<file path="src/rtl/core/ortlpm_pkg.sv">
// ----------------------------------------------------------------------------
// Ordered route table package
// Widths, operation and status codes, and the request and response types
// shared by the ordered route table with longest prefix match.
// ----------------------------------------------------------------------------
package ortlpm_pkg;

   localparam int TABLE_DEPTH = 64;
   localparam int IDX_W       = $clog2(TABLE_DEPTH);
   localparam int CNT_W       = $clog2(TABLE_DEPTH + 1);
   localparam int ADDR_W      = 32;
   localparam int PLEN_W      = 6;
   localparam int FUNC_W      = 3;
   localparam int STAT_W      = 2;

   localparam logic [FUNC_W-1:0] FN_APPEND = 3'd0;
   localparam logic [FUNC_W-1:0] FN_DELETE = 3'd1;
   localparam logic [FUNC_W-1:0] FN_EXACT  = 3'd2;
   localparam logic [FUNC_W-1:0] FN_LPM    = 3'd3;
   localparam logic [FUNC_W-1:0] FN_READ   = 3'd4;

   localparam logic [STAT_W-1:0] STAT_OK       = 2'd0;
   localparam logic [STAT_W-1:0] STAT_NO_MATCH = 2'd1;
   localparam logic [STAT_W-1:0] STAT_FULL     = 2'd2;
   localparam logic [STAT_W-1:0] STAT_PAST_END = 2'd3;

   typedef struct packed {
      logic [FUNC_W-1:0] func;
      logic [ADDR_W-1:0] address;
      logic [PLEN_W-1:0] prefix_len;
      logic [IDX_W-1:0]  position;
   } req_type;

   typedef struct packed {
      logic [STAT_W-1:0] status;
      logic [IDX_W-1:0]  match_index;
      logic [ADDR_W-1:0] match_address;
      logic [PLEN_W-1:0] match_prefix;
      logic [CNT_W-1:0]  entry_count;
   } rsp_type;

   typedef struct packed {
      logic [ADDR_W-1:0] address;
      logic [PLEN_W-1:0] prefix;
   } route_type;

   // A zero length covers no bits; anything from 32 up covers the whole address.
   function automatic logic [ADDR_W-1:0] prefix_mask(input logic [PLEN_W-1:0] plen);
      logic [ADDR_W-1:0] mask;
      if (plen == '0) begin
         mask = '0;
      end else if (plen >= PLEN_W'(ADDR_W)) begin
         mask = '1;
      end else begin
         mask = ~({ADDR_W{1'b1}} >> plen);
      end
      return mask;
   endfunction

endpackage

</file>
<file path="src/rtl/core/ordered_route_table_lpm_unit.sv">
// ----------------------------------------------------------------------------
// Ordered route table with longest prefix match
// Holds IPv4 routes in insertion order in one synchronous memory. Supports
// append, delete with compaction, exact lookup, longest prefix lookup and
// read by position.
//
//   Channel | Direction | Handshake           | Payload
//   req     | in        | req_valid/req_stall | req_data  (req_type)
//   rsp     | out       | rsp_valid/rsp_stall | rsp_data  (rsp_type)
//
// Append, unused codes and error cases go straight to the done state. Lookups
// scan all stored routes, the memory read port scanning one entry per cycle;
// on an empty table they finish without a read. Read fetches the one entry at
// its position; delete at position P reads from P to the end and moves each
// later entry down one place, one entry moved per cycle through the read port.
// Reset clears the route count, the state and the valid flags; the memory holds no reset state.
// One request is in flight at a time; a finished response waits in the
// output register while rsp_stall is high and the next request is taken.
// ----------------------------------------------------------------------------
module ordered_route_table_lpm_unit
   import ortlpm_pkg::*;
(
   input  logic    clock,
   input  logic    reset,
   input  logic    req_valid,
   output logic    req_stall,
   input  req_type req_data,
   output logic    rsp_valid,
   input  logic    rsp_stall,
   output rsp_type rsp_data
);

   localparam logic [1:0] ST_IDLE = 2'd0;
   localparam logic [1:0] ST_SCAN = 2'd1;
   localparam logic [1:0] ST_DONE = 2'd2;

   route_type route_mem [TABLE_DEPTH];

   logic              mem_we;
   logic [IDX_W-1:0]  mem_waddr;
   route_type         mem_wdata;
   logic              mem_re;
   logic [IDX_W-1:0]  mem_raddr;
   route_type         rd_data_ff;

   logic [1:0]        state_ff, state_in;
   logic [CNT_W-1:0]  count_ff, count_in;
   logic [FUNC_W-1:0] op_ff, op_in;
   logic [ADDR_W-1:0] key_ff, key_in;
   logic [IDX_W-1:0]  start_ff, start_in;
   logic [CNT_W-1:0]  end_ff, end_in;
   logic [CNT_W-1:0]  rd_ptr_ff, rd_ptr_in;
   logic              pend_ff, pend_in;
   logic [IDX_W-1:0]  pend_idx_ff, pend_idx_in;
   logic              found_ff, found_in;
   logic [STAT_W-1:0] status_ff, status_in;
   logic [IDX_W-1:0]  res_idx_ff, res_idx_in;
   logic [ADDR_W-1:0] res_addr_ff, res_addr_in;
   logic [PLEN_W-1:0] res_pre_ff, res_pre_in;
   logic              rsp_valid_ff, rsp_valid_in;
   rsp_type           rsp_data_ff, rsp_data_in;
   logic [ADDR_W-1:0] cand_mask;

   assign req_stall = (state_ff != ST_IDLE);
   assign rsp_valid = rsp_valid_ff;
   assign rsp_data  = rsp_data_ff;
   assign cand_mask = prefix_mask(rd_data_ff.prefix);

   // During compaction the write goes one entry below the entry just read,
   // while the read port is already two entries ahead, so the two never collide.
   always_ff @(posedge clock) begin
      if (mem_we) begin
         route_mem[mem_waddr] <= mem_wdata;
      end
      if (mem_re) begin
         rd_data_ff <= route_mem[mem_raddr];
      end
   end

   always_comb begin
      state_in     = state_ff;
      count_in     = count_ff;
      op_in        = op_ff;
      key_in       = key_ff;
      start_in     = start_ff;
      end_in       = end_ff;
      rd_ptr_in    = rd_ptr_ff;
      pend_in      = 1'b0;
      pend_idx_in  = rd_ptr_ff[IDX_W-1:0];
      found_in     = found_ff;
      status_in    = status_ff;
      res_idx_in   = res_idx_ff;
      res_addr_in  = res_addr_ff;
      res_pre_in   = res_pre_ff;
      rsp_valid_in = rsp_valid_ff && rsp_stall;
      rsp_data_in  = rsp_data_ff;
      mem_we       = 1'b0;
      mem_waddr    = pend_idx_ff - IDX_W'(1);
      mem_wdata    = rd_data_ff;
      mem_re       = 1'b0;
      mem_raddr    = rd_ptr_ff[IDX_W-1:0];

      unique case (state_ff)
         ST_IDLE: begin
            if (req_valid) begin
               op_in       = req_data.func;
               key_in      = req_data.address;
               start_in    = req_data.position;
               found_in    = 1'b0;
               status_in   = STAT_OK;
               res_idx_in  = '0;
               res_addr_in = '0;
               res_pre_in  = '0;
               state_in    = ST_DONE;
               unique case (req_data.func) inside
                  FN_APPEND: begin
                     if (count_ff >= CNT_W'(TABLE_DEPTH)) begin
                        status_in = STAT_FULL;
                     end else begin
                        mem_we      = 1'b1;
                        mem_waddr   = count_ff[IDX_W-1:0];
                        mem_wdata   = '{address: req_data.address,
                                        prefix: req_data.prefix_len};
                        res_idx_in  = count_ff[IDX_W-1:0];
                        res_addr_in = req_data.address;
                        res_pre_in  = req_data.prefix_len;
                        count_in    = count_ff + CNT_W'(1);
                     end
                  end
                  FN_DELETE, FN_READ: begin
                     if (CNT_W'(req_data.position) >= count_ff) begin
                        status_in = STAT_PAST_END;
                     end else begin
                        rd_ptr_in = CNT_W'(req_data.position);
                        end_in    = (req_data.func == FN_READ) ?
                                    CNT_W'(req_data.position) + CNT_W'(1) : count_ff;
                        state_in  = ST_SCAN;
                     end
                  end
                  FN_EXACT, FN_LPM: begin
                     rd_ptr_in = '0;
                     end_in    = count_ff;
                     state_in  = ST_SCAN;
                  end
                  default: begin
                  end
               endcase
            end
         end
         ST_SCAN: begin
            if (rd_ptr_ff != end_ff) begin
               mem_re      = 1'b1;
               pend_in     = 1'b1;
               pend_idx_in = rd_ptr_ff[IDX_W-1:0];
               rd_ptr_in   = rd_ptr_ff + CNT_W'(1);
            end
            if (pend_ff) begin
               case (op_ff)
                  FN_EXACT: begin
                     if (!found_ff && rd_data_ff.address == key_ff) begin
                        found_in    = 1'b1;
                        res_idx_in  = pend_idx_ff;
                        res_addr_in = rd_data_ff.address;
                        res_pre_in  = rd_data_ff.prefix;
                     end
                  end
                  FN_LPM: begin
                     // res_pre_ff starts at zero, so a zero-length route never wins.
                     if (rd_data_ff.prefix > res_pre_ff &&
                         (rd_data_ff.address & cand_mask) == (key_ff & cand_mask)) begin
                        found_in    = 1'b1;
                        res_idx_in  = pend_idx_ff;
                        res_addr_in = rd_data_ff.address;
                        res_pre_in  = rd_data_ff.prefix;
                     end
                  end
                  FN_DELETE: begin
                     if (pend_idx_ff == start_ff) begin
                        res_idx_in  = pend_idx_ff;
                        res_addr_in = rd_data_ff.address;
                        res_pre_in  = rd_data_ff.prefix;
                     end else begin
                        mem_we = 1'b1;
                     end
                  end
                  default: begin
                     res_idx_in  = pend_idx_ff;
                     res_addr_in = rd_data_ff.address;
                     res_pre_in  = rd_data_ff.prefix;
                  end
               endcase
            end else if (rd_ptr_ff == end_ff) begin
               state_in = ST_DONE;
               if ((op_ff == FN_EXACT || op_ff == FN_LPM) && !found_ff) begin
                  status_in = STAT_NO_MATCH;
               end
               if (op_ff == FN_DELETE) begin
                  count_in = count_ff - CNT_W'(1);
               end
            end
         end
         ST_DONE: begin
            if (!rsp_valid_ff || !rsp_stall) begin
               rsp_valid_in              = 1'b1;
               rsp_data_in.status        = status_ff;
               rsp_data_in.match_index   = res_idx_ff;
               rsp_data_in.match_address = res_addr_ff;
               rsp_data_in.match_prefix  = res_pre_ff;
               rsp_data_in.entry_count   = count_ff;
               state_in                  = ST_IDLE;
            end
         end
         default: begin
            state_in = ST_IDLE;
         end
      endcase
   end

   always_ff @(posedge clock) begin
      if (reset) begin
         state_ff     <= ST_IDLE;
         count_ff     <= '0;
         pend_ff      <= 1'b0;
         rsp_valid_ff <= 1'b0;
      end else begin
         state_ff     <= state_in;
         count_ff     <= count_in;
         pend_ff      <= pend_in;
         rsp_valid_ff <= rsp_valid_in;
      end
   end

   always_ff @(posedge clock) begin
      op_ff       <= op_in;
      key_ff      <= key_in;
      start_ff    <= start_in;
      end_ff      <= end_in;
      rd_ptr_ff   <= rd_ptr_in;
      pend_idx_ff <= pend_idx_in;
      found_ff    <= found_in;
      status_ff   <= status_in;
      res_idx_ff  <= res_idx_in;
      res_addr_ff <= res_addr_in;
      res_pre_ff  <= res_pre_in;
      rsp_data_ff <= rsp_data_in;
   end

   assert property (@(posedge clock) disable iff (reset)
      count_ff <= CNT_W'(TABLE_DEPTH))
      else $error("route count above table depth");

   assert property (@(posedge clock) disable iff (reset)
      (req_valid && !req_stall) |=> state_ff != ST_IDLE)
      else $error("accepted request did not leave idle");

   assert property (@(posedge clock) disable iff (reset)
      pend_ff |-> state_ff == ST_SCAN)
      else $error("memory read data pending outside scan");

   assert property (@(posedge clock) disable iff (reset)
      $rose(rsp_valid_ff) |-> $past(state_ff) == ST_DONE)
      else $error("response raised without a finished request");

   assert property (@(posedge clock) disable iff (reset)
      (rsp_valid_ff && rsp_data_ff.status != STAT_OK) |->
         (rsp_data_ff.match_index == '0 && rsp_data_ff.match_address == '0 &&
          rsp_data_ff.match_prefix == '0))
      else $error("error response carries entry fields");

endmodule
</file>
<file path="config.mk">
export PLATFORM = sky130hd
export DESIGN_NAME = ordered_route_table_lpm_unit
export DESIGN_NICKNAME = d
export VERILOG_FILES = /design/src/rtl/core/ortlpm_pkg.sv /design/src/rtl/core/ordered_route_table_lpm_unit.sv
export SDC_FILE = /design/constraint.sdc
export NUM_CORES = 2
export LEC_CHECK = 0
export ABC_CLOCK_PERIOD_IN_PS = 14220
export BUFFER_PORTS_ARGS = -buffer_cell sky130_fd_sc_hd__buf_4
export CAP_MARGIN = 20
export CORE_MARGIN = 5
export CORE_UTILIZATION = 60
export DETAILED_ROUTE_END_ITERATION = 10
export PLACE_DENSITY = 0.81
export SYNTH_ARGS = -nofsm -noshare
export SYNTH_HDL_FRONTEND = slang
export SYNTH_SLANG_ARGS = --single-unit
</file>
<file path="constraint.sdc">
create_clock -name clock -period 14.22 [get_ports clock]
set_input_delay 1.422 -clock clock [delete_from_list [all_inputs] [get_ports clock]]
set_output_delay 1.422 -clock clock [all_outputs]
set_load 0.03 [all_outputs]
</file>
==> summary.txt <==
Final layout
  – Layout cells sized above 1: 30.0%
  – Reg area: 79200 um^2
  – Fin nets: 4710
  – Fillers: 9657
  – Area grow syn2layout: 11.6%
  – Footprint of the multi-input gates: 22100 um^2

Global route
  – First-pass GRT wire length: 392000 um
  – Vias in the first global route: 51400
  – All-layer global routing usage: 31.4%
  – Initial antenna violation count: 29
  – Pin count of the biggest net entering global routing: 165
  – GRT overflow: 0

STA
  – Skew final: 34.5 ps
  – Max-slew violation count: 0
  – Max frequency: 169 MHz
  – Final setup TNS: 0 ps
  – RSZ-0062 raised after global routing: no
  – Count of final setup violators: 0
  – Slew HR: 15.3%
  – Period utilisation layout: 41.5%
  – Final hold vios: 0
  – Final worst slack: 8320 ps
  – Final Critical Period: 5900 ps
  – Slew @ Worst Pin: 1260 ps
  – Hold_ws: 417 ps

Pwr
  – Power Density: 146 nW/um^2
  – VDD IR-drop max: 0.142 mV
  – Leakage power: 0.0354 uW

Logic synthesis
  – Synth Instances: 4370
  – EDFF count, synth: 2625
  – Post-synth cell types: 60
  – Syn_area_per_cell: 23.3 um^2
  – FF+latch count, synth: 2642
  – Post-synth ARST share: 0%
  – Register area share after synthesis: 77.8%
  – Net count after synthesis: 4442
  – Synth Flop Type: edfxtp_1
  – Yosys warning count: 0
  – Mapped Area: 102000 um^2

Clocking
  – Resized Gates After CTS: 0
  – Clock root buffer: clkbuf_16
  – Clk Latency, worst-skew pair: 850 ps
  – CTS buffer count: 237
  – Clock transition at the registers of the reported paths: 60 ps
  – Max clock buf depth: 3
  – Hold-fix buffers, CTS: 0
  – H-tree levels: 4
  – TritonCTS clock tree: built
  – Post CTS Setup Buffer Count: 0
  – CTS Sinks: 2642

Critical path
  – Worst Setup End Kind: register
  – Data arrival time of the critical path: 6450 ps
  – Reg2reg end: rd_data_ff[29]
  – Setup CP Type: register to register
  – Setup crit start kind: register
  – Critical path required time: 14760 ps
  – Worst reg2reg path depth: 7
  – Worst r2r src: rd_ptr_ff[1]
  – CP Max Fanout: 164
  – Setup slack, reg-to-reg: 8320 ps

Route
  – Drt total wl: 278000 um
  – Via/cell ratio: 7.28
  – # DRC: 1
  – Iter 0 DRT Violations: 9554
  – Antenna viol nets, final: 0
  – Vias post-DR: 51500
  – Detailed Routing Iterations Pass 1: 11
  – Wire length per cell: 39.3 um

Floorplan
  – Boundary pin count: 106
  – Row count: 151
  – Die ar.: 178000 um^2
  – Initial Utilization: 60.2%
  – Die Height: 422 um
  – Core ar.: 169000 um^2
  – Die W: 422 um

Worst hold path
  – Hold path start: res_addr_ff[20]
  – Hold depth: 0
  – Worst Hold Path EP: rsp_data[33]
  – Hold Path Class: register to register

Run status
  – Status: finished, violations left
  – Violated checks: DRC

Place
  – GPL Wtd Cong: 0.908
  – DP Worst Slack: 8620 ps
  – I/O Buffers: 105
  – Post-DP HPWL: 144000 um

Run
  – MaxCap Viol Count: 0
-- layout by cell type, fill, tap and decap left out, drive strengths merged, types with 23 or more instances in the layout --
cell type  netlist  layout
nor2            93      93
nor2b           23      23
clkinv           0     109
buf            112     251
a21oi           43      43
edfxtp        2625    2625
nand2          226     226
a211oi          24      24
inv             26      34
mux4           778     778
mux2i           25      25
xor2            42      42
xnor2           24      24
o21ai           58      58
clkbuf         110     293
-- power by group --
group          switching (uW)  internal (uW)
combinational             974            565
sequential               49.8           8730
clock                    2830           3390
total                    3860          12700
-- how the worst max path moves through the flow --
stage | endpoint | slack (ps) | cells after the start | start
final | rd_data_ff[29] | 8320 | 7 | rd_ptr_ff[1]
after global placement | route_mem[26][22] | 8710 | 8 | req_data[46]
after floorplan | res_addr_ff[0] | 5920 | 3 | req_valid
after CTS | rd_data_ff[29] | 8560 | 7 | rd_ptr_ff[1]
after global routing | rd_data_ff[29] | 8370 | 7 | rd_ptr_ff[1]
after detailed placement | route_mem[24][25] | 8620 | 8 | req_data[46]
-- through the flow --
step | instances | util (%) | total power (uW) | area, um^2
6_report | 7069 | 67.1 | 16500 | 114000
5_1_grt | 7057 | 67.1 | 17000 | 113000
4_1_cts | 7054 | 67.1 | 16500 | 113000
3_5_place_dp | 6616 | 62.7 | 10400 | 106000
3_3_place_gp | 6615 | 62.7 | 10400 | 106000
2_1_floorplan | 4370 | - | 9850 | 102000
-- synthesized netlist by cell type (2+ instances only) --
| cell type | number | area (um^2) |
|---|---|---|
| mux4_2 | 778 | 17500 |
| mux2i_1 | 25 | 250 |
| mux2_2 | 3 | 33.8 |
| dfxtp_1 | 17 | 340 |
| nand2_1 | 226 | 848 |
| nor4_1 | 8 | 50.1 |
| clkbuf_1 | 110 | 413 |
| edfxtp_1 | 2625 | 78800 |
| inv_1 | 25 | 93.8 |
| nand3b_1 | 2 | 15.0 |
| buf_2 | 76 | 380 |
| buf_1 | 30 | 113 |
| nor3b_1 | 3 | 22.5 |
| xor2_1 | 42 | 368 |
| a211oi_1 | 24 | 180 |
| and3_1 | 5 | 31.3 |
| xnor2_1 | 24 | 210 |
| nand2b_1 | 8 | 50.1 |
| ha_1 | 20 | 250 |
| a31oi_1 | 3 | 18.8 |
| nand3_1 | 15 | 75.1 |
| o21ai_0 | 58 | 290 |
| or3_1 | 2 | 12.5 |
| nor2_1 | 93 | 349 |
| nand4_1 | 7 | 43.8 |
| nor3_1 | 7 | 35.0 |
| o41ai_1 | 2 | 17.5 |
| nor2b_1 | 23 | 144 |
| or4_1 | 3 | 22.5 |
| buf_6 | 3 | 33.8 |
| a21o_1 | 6 | 45.0 |
| o211ai_1 | 2 | 15.0 |
| or2_2 | 4 | 25.0 |
| a32oi_1 | 4 | 35.0 |
| o22ai_1 | 7 | 43.8 |
| o31ai_1 | 12 | 90.1 |
| a21oi_1 | 43 | 215 |
| buf_4 | 3 | 22.5 |
-- critical path, cell delays in order (launching register included) --
cell and delay [ps]:
edfxtp_1 910, buf_4 720, buf_4 890, buf_12 810, mux4_2 440, mux4_2 470, a211oi_1 1040, a21oi_1 90
-- registers in the layout, indices dropped and copies added, names as in the netlist --
register	count
pend_ff	1
count_ff	7
rsp_data	53
state_ff	2
res_pre_ff	6
status_ff	2
rsp_valid	1
pend_idx_ff	6
rd_data_ff	38
end_ff	7
found_ff	1
res_idx_ff	6
rd_ptr_ff	7
route_mem	2432
op_ff	3
key_ff	32
res_addr_ff	32
start_ff	6
-- final cells by class --
class	count	share of cell area, %
multi-input cells	1480	19.4
clock inverters	145	0.991
well taps	2218	2.44
inverters	26	0.0860
clock buffers	293	5.52
repair buffers	251	1.75
flip-flops and latches	2642	69.7
diodes	14	0.0309
-- kinds of logic after synthesis --
kind of cell	after synthesis	share of synthesized area [%]
adder cells (fa/ha/maj)	22	0.275
AND/OR/NAND/NOR	410	1.73
buffers and inverters	248	1.04
multiplexers	806	17.5
AO/OA/AOI/OAI	176	1.07
XOR/XNOR	66	0.568
flip-flops	2642	77.8
-- layer usage --
layer | up-vias | share of wire (%) | wire length [um] | GRT usage (%)
met4 | 20 | 6.2 | 17200 | 15.3
li1 | 19100 | - | - | -
met1 | 26600 | 32 | 89500 | 41.2
met5 | - | 0.047 | 131 | 0
met3 | 948 | 13 | 37200 | 8.81
met2 | 4769 | 48 | 134000 | 49.5
Power figures use the tool's default switching activity.
